File: src/design/srp_pkg.sv
// Shared types and constants for the schedule record parser.
// No dependencies; imported by every module of the block.
package srp_pkg;

  localparam int unsigned MAX_FIELD_LENGTH = 255;
  localparam int unsigned NAME_INDEX_BITS  = 16;

  localparam int unsigned QUEUE_DEPTH = 4;
  localparam int unsigned QPTR_W      = $clog2(QUEUE_DEPTH);
  localparam int unsigned QCNT_W      = $clog2(QUEUE_DEPTH + 1);

  localparam int unsigned TDATA_W = 112;
  localparam int unsigned TUSER_W = 3;

  localparam logic [7:0] MaxLen = 8'(MAX_FIELD_LENGTH);
  localparam logic [15:0] NameLimit = (NAME_INDEX_BITS >= 16) ? 16'hFFFF :
                                      16'((64'd1 << NAME_INDEX_BITS) - 64'd1);

  localparam logic [7:0] ChMinus   = 8'h2D;
  localparam logic [7:0] ChComma   = 8'h2C;
  localparam logic [7:0] ChNewline = 8'h0A;
  localparam logic [7:0] ChSpace   = 8'h20;
  localparam logic [7:0] ChZero    = 8'h30;
  localparam logic [7:0] ChNine    = 8'h39;

  localparam logic [2:0] ColName     = 3'd1;
  localparam logic [2:0] ColBurst    = 3'd2;
  localparam logic [2:0] ColArrival  = 3'd3;
  localparam logic [2:0] ColPriority = 3'd4;

  typedef enum logic [2:0] {
    ERR_NONE  = 3'd0,
    ERR_EMPTY = 3'd1,
    ERR_CHAR  = 3'd2,
    ERR_LONG  = 3'd3,
    ERR_COLS  = 3'd4
  } err_e;

  typedef enum logic [2:0] {
    CLS_SPACE   = 3'd0,
    CLS_NEWLINE = 3'd1,
    CLS_COMMA   = 3'd2,
    CLS_DIGIT   = 3'd3,
    CLS_MINUS   = 3'd4,
    CLS_OTHER   = 3'd5
  } cls_e;

  // One classified character waiting for the back end
  typedef struct packed {
    cls_e       cls;
    logic [3:0] digit;
    logic       file_start;
  } token_t;

  typedef struct packed {
    logic [15:0] name_index;
    logic [31:0] burst_value;
    logic [31:0] arrival_value;
    logic [31:0] priority_value;
    err_e        error_code;
  } record_t;

endpackage

File: src/design/srp_front.sv
// Front end: classifies each incoming character into a token.
// Depends on srp_pkg.
module srp_front (
  input  logic            in_valid_i,
  input  logic [7:0]      text_byte_i,
  input  logic            file_start_i,
  output logic            push_o,
  output srp_pkg::token_t token_o
);
  import srp_pkg::*;

  logic [7:0] diff;

  assign diff = text_byte_i - ChZero;

  always_comb begin
    token_o.file_start = file_start_i;
    token_o.digit      = diff[3:0];
    if (text_byte_i == ChSpace) begin
      token_o.cls = CLS_SPACE;
    end else if (text_byte_i == ChNewline) begin
      token_o.cls = CLS_NEWLINE;
    end else if (text_byte_i == ChComma) begin
      token_o.cls = CLS_COMMA;
    end else if (text_byte_i >= ChZero && text_byte_i <= ChNine) begin
      token_o.cls = CLS_DIGIT;
    end else if (text_byte_i == ChMinus) begin
      token_o.cls = CLS_MINUS;
    end else begin
      token_o.cls = CLS_OTHER;
    end
  end

  // A plain space changes nothing; only keep it when it carries a file start
  assign push_o = in_valid_i && (token_o.cls != CLS_SPACE || file_start_i);

endmodule

File: src/design/srp_queue.sv
// Small token FIFO between the front and back ends.
// Depends on srp_pkg.
module srp_queue (
  input  logic            clk_i,
  input  logic            rst_ni,
  input  logic            wr_i,
  input  srp_pkg::token_t wr_data_i,
  output logic            full_o,
  input  logic            rd_i,
  output logic            rd_valid_o,
  output srp_pkg::token_t rd_data_o
);
  import srp_pkg::*;

  token_t              mem_q [QUEUE_DEPTH];
  logic [QPTR_W-1:0]   wr_ptr_q, rd_ptr_q;
  logic [QCNT_W-1:0]   count_q;
  logic                do_wr, do_rd;

  assign full_o     = (count_q == QCNT_W'(QUEUE_DEPTH));
  assign rd_valid_o = (count_q != '0);
  assign rd_data_o  = mem_q[rd_ptr_q];
  assign do_wr      = wr_i && !full_o;
  assign do_rd      = rd_i && rd_valid_o;

  always_ff @(posedge clk_i) begin
    if (do_wr) begin
      mem_q[wr_ptr_q] <= wr_data_i;
    end
  end

  always_ff @(posedge clk_i or negedge rst_ni) begin
    if (!rst_ni) begin
      wr_ptr_q <= '0;
      rd_ptr_q <= '0;
      count_q  <= '0;
    end else begin
      if (do_wr) wr_ptr_q <= QPTR_W'(wr_ptr_q + 1'b1);
      if (do_rd) rd_ptr_q <= QPTR_W'(rd_ptr_q + 1'b1);
      if (do_wr && !do_rd) begin
        count_q <= count_q + 1'b1;
      end else if (do_rd && !do_wr) begin
        count_q <= count_q - 1'b1;
      end
    end
  end

  a_count_bound: assert property (@(posedge clk_i) disable iff (!rst_ni)
    count_q <= QCNT_W'(QUEUE_DEPTH))
    else $error("queue count beyond depth");

  a_no_read_empty: assert property (@(posedge clk_i) disable iff (!rst_ni)
    (!rd_valid_o && !do_wr) |=> !rd_valid_o)
    else $error("queue produced data without a write");

  a_count_track: assert property (@(posedge clk_i) disable iff (!rst_ni)
    (do_wr && !do_rd) |=> count_q == $past(count_q) + 1'b1)
    else $error("queue count lost a write");

endmodule

File: src/design/srp_back.sv
// Back end: parser state, field accumulation, error detection, output register.
// Depends on srp_pkg.
module srp_back (
  input  logic             clk_i,
  input  logic             rst_ni,
  input  logic             tok_valid_i,
  input  srp_pkg::token_t  tok_i,
  output logic             pop_o,
  output logic             out_valid_o,
  input  logic             out_ready_i,
  output srp_pkg::record_t out_o
);
  import srp_pkg::*;

  logic [2:0]  col_q, col_d, col_e;
  logic [7:0]  len_q, len_d, len_e;
  logic [31:0] val_q, val_d, val_e;
  logic        minus_q, minus_d, minus_e;
  logic [15:0] cnt_q, cnt_d, cnt_e;
  logic [15:0] hname_q, hname_d, hname_e;
  logic [31:0] hburst_q, hburst_d, hburst_e;
  logic [31:0] harr_q, harr_d, harr_e;
  logic        halt_q, halt_d, halt_e;

  logic        out_valid_q;
  record_t     out_q;
  logic        emit;
  record_t     rec;
  logic [31:0] field_res;
  logic        fail;
  err_e        fail_code;

  assign pop_o = tok_valid_i && (!out_valid_q || out_ready_i);

  // File start clears the state before the character is handled
  always_comb begin
    if (tok_i.file_start) begin
      col_e = ColName;  len_e = '0;  val_e = '0;  minus_e = 1'b0;
      cnt_e = '0;  hname_e = '0;  hburst_e = '0;  harr_e = '0;  halt_e = 1'b0;
    end else begin
      col_e = col_q;  len_e = len_q;  val_e = val_q;  minus_e = minus_q;
      cnt_e = cnt_q;  hname_e = hname_q;  hburst_e = hburst_q;  harr_e = harr_q;
      halt_e = halt_q;
    end
  end

  assign field_res = minus_e ? (32'd0 - val_e) : val_e;

  always_comb begin
    col_d = col_e;  len_d = len_e;  val_d = val_e;  minus_d = minus_e;
    cnt_d = cnt_e;  hname_d = hname_e;  hburst_d = hburst_e;  harr_d = harr_e;
    halt_d    = halt_e;
    emit      = 1'b0;
    fail      = 1'b0;
    fail_code = ERR_NONE;
    rec       = '0;

    if (!halt_e) begin
      unique case (tok_i.cls)
        CLS_SPACE: begin
        end
        CLS_NEWLINE: begin
          if (col_e != ColPriority) begin
            fail = 1'b1;  fail_code = ERR_COLS;
          end else if (len_e == '0) begin
            fail = 1'b1;  fail_code = ERR_EMPTY;
          end else begin
            emit               = 1'b1;
            rec.name_index     = hname_e;
            rec.burst_value    = hburst_e;
            rec.arrival_value  = harr_e;
            rec.priority_value = field_res;
            rec.error_code     = ERR_NONE;
            len_d = '0;  val_d = '0;  minus_d = 1'b0;
            col_d = ColName;
            hname_d = '0;  hburst_d = '0;  harr_d = '0;
          end
        end
        CLS_COMMA: begin
          if (col_e == ColName) begin
            if (len_e >= MaxLen) begin
              fail = 1'b1;  fail_code = ERR_LONG;
            end else begin
              hname_d = cnt_e;
              if (cnt_e < NameLimit) cnt_d = cnt_e + 16'd1;
            end
          end else if (len_e == '0) begin
            fail = 1'b1;  fail_code = ERR_EMPTY;
          end else if (col_e == ColBurst) begin
            hburst_d = field_res;
          end else if (col_e == ColArrival) begin
            harr_d = field_res;
          end else begin
            fail = 1'b1;  fail_code = ERR_COLS;
          end
          if (!fail) begin
            len_d = '0;  val_d = '0;  minus_d = 1'b0;
            col_d = col_e + 3'd1;
          end
        end
        default: begin
          if (len_e >= MaxLen) begin
            fail = 1'b1;  fail_code = ERR_LONG;
          end else if (col_e != ColName) begin
            if (tok_i.cls == CLS_DIGIT) begin
              // times ten as two shifts and an add
              val_d = (val_e << 3) + (val_e << 1) + {28'd0, tok_i.digit};
            end else if (tok_i.cls == CLS_MINUS && len_e == '0) begin
              minus_d = 1'b1;
            end else begin
              fail = 1'b1;  fail_code = ERR_CHAR;
            end
          end
          if (!fail) len_d = len_e + 8'd1;
        end
      endcase

      if (fail) begin
        halt_d = 1'b1;
        emit   = 1'b1;
        rec    = '0;
        rec.error_code = fail_code;
        // state other than the halt flag stays as it was
        col_d = col_e;  len_d = len_e;  val_d = val_e;  minus_d = minus_e;
        cnt_d = cnt_e;  hname_d = hname_e;  hburst_d = hburst_e;  harr_d = harr_e;
      end
    end
  end

  always_ff @(posedge clk_i or negedge rst_ni) begin
    if (!rst_ni) begin
      col_q <= ColName;  len_q <= '0;  val_q <= '0;  minus_q <= 1'b0;
      cnt_q <= '0;  hname_q <= '0;  hburst_q <= '0;  harr_q <= '0;
      halt_q <= 1'b0;
      out_valid_q <= 1'b0;
    end else begin
      if (pop_o) begin
        col_q <= col_d;  len_q <= len_d;  val_q <= val_d;  minus_q <= minus_d;
        cnt_q <= cnt_d;  hname_q <= hname_d;  hburst_q <= hburst_d;
        harr_q <= harr_d;  halt_q <= halt_d;
      end
      if (pop_o && emit) begin
        out_valid_q <= 1'b1;
      end else if (out_ready_i) begin
        out_valid_q <= 1'b0;
      end
    end
  end

  always_ff @(posedge clk_i) begin
    if (pop_o && emit) out_q <= rec;
  end

  assign out_valid_o = out_valid_q;
  assign out_o       = out_q;

  a_err_zero: assert property (@(posedge clk_i) disable iff (!rst_ni)
    (out_valid_q && out_q.error_code != ERR_NONE) |->
      (out_q.name_index == '0 && out_q.burst_value == '0 &&
       out_q.arrival_value == '0 && out_q.priority_value == '0))
    else $error("error record carries field data");

  a_col_range: assert property (@(posedge clk_i) disable iff (!rst_ni)
    col_q >= ColName && col_q <= ColPriority)
    else $error("column number out of range");

  a_halt_silent: assert property (@(posedge clk_i) disable iff (!rst_ni)
    (pop_o && halt_q && !tok_i.file_start && !out_valid_q) |=> !out_valid_q)
    else $error("result emitted while halted");

  a_halt_sticky: assert property (@(posedge clk_i) disable iff (!rst_ni)
    (halt_q && !(pop_o && tok_i.file_start)) |=> halt_q)
    else $error("halt cleared without file start");

endmodule

File: src/design/schedule_record_parser_core.sv
// Schedule record parser, top level: front classifier, token queue, back end.
// Depends on srp_pkg, srp_front, srp_queue, srp_back.
//
// Usage:
//   Input stream (s_axis_*): one character of a comma-separated process file
//   per transaction, lines of the form name,burst,arrival,priority. tuser set
//   clears all parser state before that character is handled.
//   Output stream (m_axis_*): one record per completed line, or one error
//   record (all data zero, nonzero code in tuser) after which the parser
//   ignores input until the next file start.
//   Throughput: one character per cycle while the receiver keeps up; the
//   four-entry token queue and the output register let the sender stall
//   freely and absorb a receiver stall. Record path: a newline is queued when
//   accepted; its record loads into the output register once that is free.
//   Spaces without file start are dropped in the front end and never queued.
//   Reset: the queue empties, the output register goes invalid and the parser
//   returns to the first column with the name counter at zero.
//   Receiver stall: the output register holds its record; the back end stops
//   popping, the queue fills, and s_axis_tready drops once it is full.
module schedule_record_parser_core (
  input  logic                         clk_i,
  input  logic                         rst_ni,
  input  logic                         s_axis_tvalid,
  output logic                         s_axis_tready,
  input  logic [7:0]                   s_axis_tdata,  // [7:0] text_byte
  input  logic                         s_axis_tuser,  // [0] file_start
  output logic                         m_axis_tvalid,
  input  logic                         m_axis_tready,
  // [15:0] name_index, [47:16] burst_value, [79:48] arrival_value,
  // [111:80] priority_value
  output logic [srp_pkg::TDATA_W-1:0]  m_axis_tdata,
  output logic [srp_pkg::TUSER_W-1:0]  m_axis_tuser  // [2:0] error_code
);
  import srp_pkg::*;

  token_t  front_tok, q_tok;
  logic    front_push, q_full, q_valid, back_pop;
  record_t rec;

  assign s_axis_tready = !q_full;

  srp_front u_front (
    .in_valid_i   (s_axis_tvalid && !q_full),
    .text_byte_i  (s_axis_tdata),
    .file_start_i (s_axis_tuser),
    .push_o       (front_push),
    .token_o      (front_tok)
  );

  srp_queue u_queue (
    .clk_i      (clk_i),
    .rst_ni     (rst_ni),
    .wr_i       (front_push),
    .wr_data_i  (front_tok),
    .full_o     (q_full),
    .rd_i       (back_pop),
    .rd_valid_o (q_valid),
    .rd_data_o  (q_tok)
  );

  srp_back u_back (
    .clk_i       (clk_i),
    .rst_ni      (rst_ni),
    .tok_valid_i (q_valid),
    .tok_i       (q_tok),
    .pop_o       (back_pop),
    .out_valid_o (m_axis_tvalid),
    .out_ready_i (m_axis_tready),
    .out_o       (rec)
  );

  assign m_axis_tdata = {rec.priority_value, rec.arrival_value,
                         rec.burst_value, rec.name_index};
  assign m_axis_tuser = rec.error_code;

endmodule
File: config.mk
export PLATFORM = sky130hd
export DESIGN_NAME = schedule_record_parser_core
export DESIGN_NICKNAME = d
export VERILOG_FILES = /design/src/design/srp_pkg.sv /design/src/design/srp_front.sv /design/src/design/srp_queue.sv /design/src/design/srp_back.sv /design/src/design/schedule_record_parser_core.sv
export SDC_FILE = /design/constraint.sdc
export NUM_CORES = 1
export LEC_CHECK = 0
export BUFFER_PORTS_ARGS = -buffer_cell sky130_fd_sc_hd__buf_2
export CORE_AREA = 3 3 232 234
export DETAILED_ROUTE_END_ITERATION = 10
export DIE_AREA = 0 0 235 237
export GPL_ROUTABILITY_DRIVEN = 0
export PLACE_DENSITY = 0.57
export SLEW_MARGIN = 15
export SYNTH_ARGS = -nofsm -noshare
export SYNTH_HDL_FRONTEND = slang
export SYNTH_HIERARCHICAL = 1
export SYNTH_SLANG_ARGS = --single-unit
File: constraint.sdc
create_clock -name clk_i -period 10.3 [get_ports clk_i]
set_input_delay 3.09 -clock clk_i [delete_from_list [all_inputs] [get_ports clk_i]]
set_output_delay 3.09 -clock clk_i [all_outputs]
set_load 0.05 [all_outputs]
==> metrics, run 1 <==
max cap viols 0; vias in the first global route 11,400; Pleak 7.66 nW; max incr delay on CP approximately 1.0 ns; area grow syn2layout 14.9%; DIE HEIGHT around 240 µm; worst slack, placed roughly 4.5 ns; WP data arrival 6.40 ns; CTS max path bufs 3; top cell type's share of synthesized area 0.283; TritonCTS clock tree done; CTS Hold Bufs 0; Sw Ratio 0.479; initial antenna violation count 1; std cell rows 84; Post-Syn Area 15,600 µm²; Hold Crit Class reg2reg; I/O Pins 130; die area 55,700 µm²; pin slew with the least headroom to its limit 1.00 ns; status completed; clock sinks 296; Syn Nets about 1,600; Buf/Inv on CP 4; clock share of power 0.203; clock root buffer clkbuf_16; wire per inst around 18 µm; Critical Path RT 10.78 ns; Crit-path slowest cell mux4_4; syn avg cell area between 10 and 15 µm²; DR vias/cell 5.06; Post-synth top cells nand2_1, dfrtp_1, edfxtp_1; Synth area leader edfxtp_1; prevailing post-synth register cell dfrtp_1; RSZ-0062 raised after global routing false; clock insertion delay at the later pin of the skew report 0.57 ns; PortBufs about 130; drt initial violations 870; Resized cells post-CTS 0; Post-Syn Instances 1,469; layout cells sized above 1 0.165; setup TNS 0 ns; core footprint around 52,000 µm²; Yosys cell types 89; synth top area cells edfxtp_1, dfrtp_1, ha_1; largest net degree at the start of global routing 104; EDFF count, synth between 100 and 150; sw power approximately 2.7 mW; sequential power share 0.323; drt total wl 39,900 µm; # nets final 1,648; critical path's top delay family compound AO/OA/AOI/OAI gates; Routed Antenna Nets 0; f_max 169 MHz; Initial Util 0.298; Post-DP HPWL 27,900 µm; first-pass GRT wire length between 60,000 and 70,000 µm; sequential area share after synthesis 0.522; H-tree levels 1; Critical Path End Type register; CP Cell Sequence mux4_4, buf_4, nor2b_1, inv_1, and2_1, o31ai_1, o211ai_1, a21oi_4, buf_4, nand2_1, nor2_1, inv_1, o21ai_0; setup ws final 4.38 ns; final hold violations 0; filler cell count 5,266; total gr overflow 0; Final setup viols 0; crit start category register; Period minus WS final 5.92 ns; TritonCTS Buffers 31; Synth warnings 6; crit share post-route 0.574; critical path peak fanout 73; n_diodes 0; die width 235 µm; clk_skew between 0.009 and 0.01 ns; clk slew on worst S/H paths 0.06 ns; DRC 0; setup bufs post-CTS 0; 1st-pass router iterations 5; Setup Crit Path Kind reg2reg; Internal Power 2.94 mW; Async S/R FF share, synth 0.503; Combinational Power Share 0.473; PwrDens 315 nW/µm²; most common cell in the synthesized netlist nand2_1; Vias 11,500; IR drop worst, VDD roughly 230 µV; Max Slew Vio Count 0; gr usage total 0.139; Seq cells post-synth 296; Slew headroom 0.331
worst paths after layout:
path / startpoint / depth (start not counted) / endpoint / slack (ns)
worst max-delay path: u_queue/rd_ptr_q[0] / 13 / u_back/harr_q[21] / 4.38
worst min-delay path: u_back/harr_q[17] / 2 / u_back/harr_q[17] / 0.47
worst max register to register: u_queue/rd_ptr_q[0] / 13 / u_back/harr_q[21] / 4.38
worst min register to register: u_back/harr_q[17] / 2 / u_back/harr_q[17] / 0.47
max in group asynchronous: rst_ni / 2 / u_back/harr_q[15] / 6.43
min in group asynchronous: rst_ni / 1 / u_back/hname_q[9] / 2.67
sequential cells by signal, indices dropped and copies added (netlist names):
signal	cells
u_back/out_o	115
u_back/harr_q	32
u_back/hburst_q	32
u_back/val_q	32
u_queue/mem_q	32
u_back/cnt_q	16
u_back/hname_q	16
u_back/len_q	8
u_back/col_q	3
u_queue/count_q	3
u_queue/rd_ptr_q	2
u_queue/wr_ptr_q	2
u_back/halt_q	1
u_back/minus_q	1
u_back/out_valid_o	1
final cells by class:
cell class	count	area, µm²	area share
inverters	26	97.6	0.00545
flip-flops and latches	296	8140	0.455
repair buffers	145	785	0.0438
well taps	688	861	0.0481
clock buffers	39	846	0.0472
clock inverters	17	205	0.0115
multi-input cells	1060	6970	0.389
power by group through the flow:
stage	combinational [mW]	clock [mW]	sequential, mW
after floorplan	1.27	0	2.58
after CTS	2.68	1.18	1.83
after global placement	2.65	0	1.85
after global routing	2.85	1.23	1.86
after detailed placement	2.67	0	1.85
final	2.67	1.15	1.83
metal layers:
layer	global-route usage	wire (µm)	part of all wire	up-vias
li1	-	-	-	5518
met1	0.193	18700	0.47	5685
met2	0.227	18500	0.46	241
met3	0.0170	1570	0.039	56
met4	0.0454	1060	0.027	0
met5	0	0	0	-
cell families after synthesis:
group                      after synthesis  synth area share
muxes                                   15            0.0165
DFF                                    296             0.522
buffers and inverters                  113            0.0317
adders and majority gates               75            0.0612
and+or+nand+nor                        543             0.175
AOI/OAI and AO/OA                      349             0.149
xor gates and xnor gates                78            0.0438
cells in the final DEF (no fill, tap or decap), types with 20 or more instances in the layout:
cell	Yosys	routed
and3_1	92	92
edfxtp_1	147	147
ha_1	73	73
o21ai_2	20	21
buf_2	11	128
o21ai_0	115	115
inv_1	24	24
clkbuf_16	0	31
nor2_1	98	96
nand3_1	20	20
xnor2_1	46	46
xor2_1	32	32
dfrtp_1	148	148
nand2_1	190	189
a21oi_1	70	70
nor2b_1	50	50
worst min-delay path, cell delays in order, from the launching register on:
cell and delay (ns):
dfrtp_1 0.33, nand2_1 0.06, o21ai_2 0.05
per-stage QoR:
| stage | instances | util | instance area (µm²) | hold slack, ns | total power, mW |
|---|---|---|---|---|---|
| after floorplan | 1469 | - | 15600 | 0.435 | 3.85 |
| after CTS | 2271 | 0.343 | 17900 | 0.471 | 5.69 |
| after detailed placement | 2215 | 0.323 | 16900 | 0.458 | 4.52 |
| after global routing | 2271 | 0.343 | 17900 | 0.486 | 5.94 |
| after global placement | 2215 | 0.323 | 16900 | 0.453 | 4.50 |
| final | 2271 | 0.343 | 17900 | 0.467 | 5.64 |
No activity file was read; power rests on OpenSTA's default activity.
==> inputs of run 2 (changes only) <==
--- a/config.mk
+++ b/config.mk
@@ -10,7 +10,7 @@
 export DETAILED_ROUTE_END_ITERATION = 10
 export DIE_AREA = 0 0 235 237
 export GPL_ROUTABILITY_DRIVEN = 0
-export PLACE_DENSITY = 0.57
+export PLACE_DENSITY = 0.58
 export SLEW_MARGIN = 15
 export SYNTH_ARGS = -nofsm -noshare
 export SYNTH_HDL_FRONTEND = slang
==> constraint.sdc (replaced) <==
create_clock -name clk_i -period 4.8 [get_ports clk_i]
set_input_delay 1.44 -clock clk_i [delete_from_list [all_inputs] [get_ports clk_i]]
set_output_delay 1.44 -clock clk_i [all_outputs]
set_load 0.05 [all_outputs]
==> metrics, run 2 (synthesis gave the netlist of run 1 again) <==
CTS max path bufs 3 (unchanged); Initial Util 0.298 (unchanged); filler cell count 5,233 (-0.63%); I/O Pins 130 (unchanged); commonest non-fill, non-tap cell in the layout nand2_1; clk slew on worst S/H paths 0.06 ns (about the same); Final setup viols 0 (unchanged); crit share post-route 0.938 (+0.364); most frequent cells in the layout nand2_1, dfrtp_1, edfxtp_1, buf_2, o21ai_0; largest net degree at the start of global routing 86 (-17%); WP data arrival 4.97 ns (-1.43 ns); Setup Crit Path Kind reg2reg; Slew headroom 0.453 (+0.122); number of cells on the critical path 17 (+4); TritonCTS clock tree done; clock insertion delay at the later pin of the skew report 0.58 ns (about the same); R2R depth 17 (+4); wire per inst 17.2 µm (-1.8%); initial antenna violation count 0 (-1); max incr delay on CP 0.84 ns (-0.20 ns); first-pass GRT wire length 64,100 µm (+0.11%); layout cells sized above 1 0.182 (+0.0173); Pleak 7.81 nW (+1.9%); drt total wl 39,600 µm (-0.77%); status completed; Design Area, Final 18,200 µm² (+1.6%); core footprint 52,200 µm² (unchanged); TritonCTS Buffers 31 (unchanged); setup slack, reg-to-reg 0.30 ns (-4.09 ns); crit start category register; Buf/Inv on CP 2 (-2); critical path's top delay family compound AO/OA/AOI/OAI gates; CTS Hold Bufs 0 (unchanged); Worst setup startpoint u_queue/rd_ptr_q[0]; Non-Filler Instances 2,296 (+1.1%); placed cells 2,238 (+1.0%); DIE HEIGHT 237 µm (unchanged); Reg-to-Reg End u_back/val_q[24]; die width 235 µm (unchanged); Vias 11,600 (+0.49%); max reg flops 115 (unchanged); setup TNS 0 ns (unchanged); DRC 0 (unchanged); final hold violations 0 (unchanged); Post-DP HPWL 28,400 µm (+1.8%); Hold Crit Class reg2reg; R2R Path Start u_queue/rd_ptr_q[0]; critical path peak fanout 21 (-71%); gr usage total 0.139 (-0.000545); Period minus WS final 4.50 ns (-1.41 ns); # nets final 1,671 (+1.4%); clock root buffer clkbuf_16; 1st-pass router iterations 5 (unchanged); Max Slew Vio Count 0 (unchanged); crit path to u_back/val_q[24]; vias in the first global route 11,600 (+1.4%); f_max 222 MHz (+31%); DR vias/cell 5.03 (-0.61%); std cell rows 84 (unchanged); area grow syn2layout 16.8%; drt initial violations 792 (-9.0%); total power 12.4 mW (+120%); die area 55,700 µm² (unchanged); IR drop worst, VDD 385 µV (+69%); CP Cell Sequence mux4_4, clkinv_1, nand2_1, inv_1, xor2_1, ha_1, a21o_1, ha_1, nor2b_1, o21a_1, o21ai_0, a21o_1, a211oi_1, o211ai_1, a21oi_1, or3_1, a32o_1; Placed Area 17,100 µm² (+1.5%); PwrDens 681 nW/µm² (+120%); n_diodes 0 (unchanged); clk_skew 0.0165 ns (+0.00675 ns); H-tree levels 1 (unchanged); Routed Antenna Nets 0 (unchanged); total gr overflow 0 (unchanged); pin slew with the least headroom to its limit 0.820 ns (-0.184 ns); Critical Path RT 5.27 ns (-5.51 ns); clock sinks 296 (unchanged); Crit-path slowest cell mux4_4; PortBufs 129 (unchanged); Critical Path End Type register; max cap viols 0 (unchanged); RSZ-0062 raised after global routing false
-- run 2: changes by cell type in the layout (fill, tap and decap cells not counted), sizes merged --
cell,previous run,this run
inv,26,27
bufinv,4,6
clkinvlp,1,0
clkinv,12,14
clkbuf,39,37
buf,145,168
-- run 2: worst min-delay path by stage --
stage                     cells after the start             endpoint                start
after floorplan                               2  u_back/hburst_q[22]  u_back/hburst_q[22]
after global placement                        2  u_back/hburst_q[18]  u_back/hburst_q[18]
after detailed placement                      2    u_back/harr_q[15]    u_back/harr_q[15]
after CTS                                     2    u_back/harr_q[15]    u_back/harr_q[15]
after global routing                          2  u_back/hburst_q[20]  u_back/hburst_q[20]
final                                         2    u_back/harr_q[15]    u_back/harr_q[15]
-- run 2: per-stage QoR --
step / hold WS [ns] / worst slack (ns) / util
after global routing: 0.490 / 0.0368 / 0.348
final: 0.467 / 0.298 / 0.348
after floorplan: 0.435 / -0.548 / -
after CTS: 0.473 / 0.313 / 0.348
after detailed placement: 0.458 / 0.337 / 0.328
after global placement: 0.454 / 0.393 / 0.328
-- run 2: repair_timing --
action	in CTS	in global routing
setup endpoints to repair	0	1
gates resized for setup	0	2
buffers inserted	0	0
-- run 2: cell type report --
| cell class | count | area, µm² | area share |
|---|---|---|---|
| Timing Repair Buffer | 168 | 982 | 0.0540 |
| Clock inverter | 21 | 272 | 0.0149 |
| Clock buffer | 37 | 808 | 0.0444 |
| Inverter | 26 | 97.6 | 0.00536 |
| Sequential cell | 296 | 8140 | 0.447 |
| Tap cell | 688 | 861 | 0.0473 |
| Multi-Input combinational cell | 1060 | 7040 | 0.387 |
-- run 2: per-layer routing --
| layer | wire, µm | vias up | part of all wire | GRT usage |
|---|---|---|---|---|
| li1 | - | 5568 | - | - |
| met4 | 973 | 0 | 0.025 | 0.0404 |
| met1 | 18500 | 5701 | 0.47 | 0.190 |
| met3 | 1550 | 59 | 0.039 | 0.0165 |
| met5 | 0 | - | 0 | 0 |
| met2 | 18500 | 228 | 0.47 | 0.231 |
-- run 2: power by group --
group          leakage, nW  internal [mW]  switching (mW)
clock network        0.533           1.53            1.01
logic                 3.85           1.51            4.49
registers             3.43           3.52           0.346
-- run 2: worst reg2reg max path: cells and delay by family, from the launching register on --
| kind | cells | cell delay [ns] |
|---|---|---|
| AND/OR/NAND/NOR | 3 | 0.56 |
| multiplexers | 1 | 0.84 |
| AO/OA/AOI/OAI | 8 | 1.75 |
| XOR/XNOR | 1 | 0.08 |
| buffers and inverters | 2 | 0.30 |
| adder cells (fa/ha/maj) | 2 | 0.51 |
| flip-flops | 1 | 0.37 |
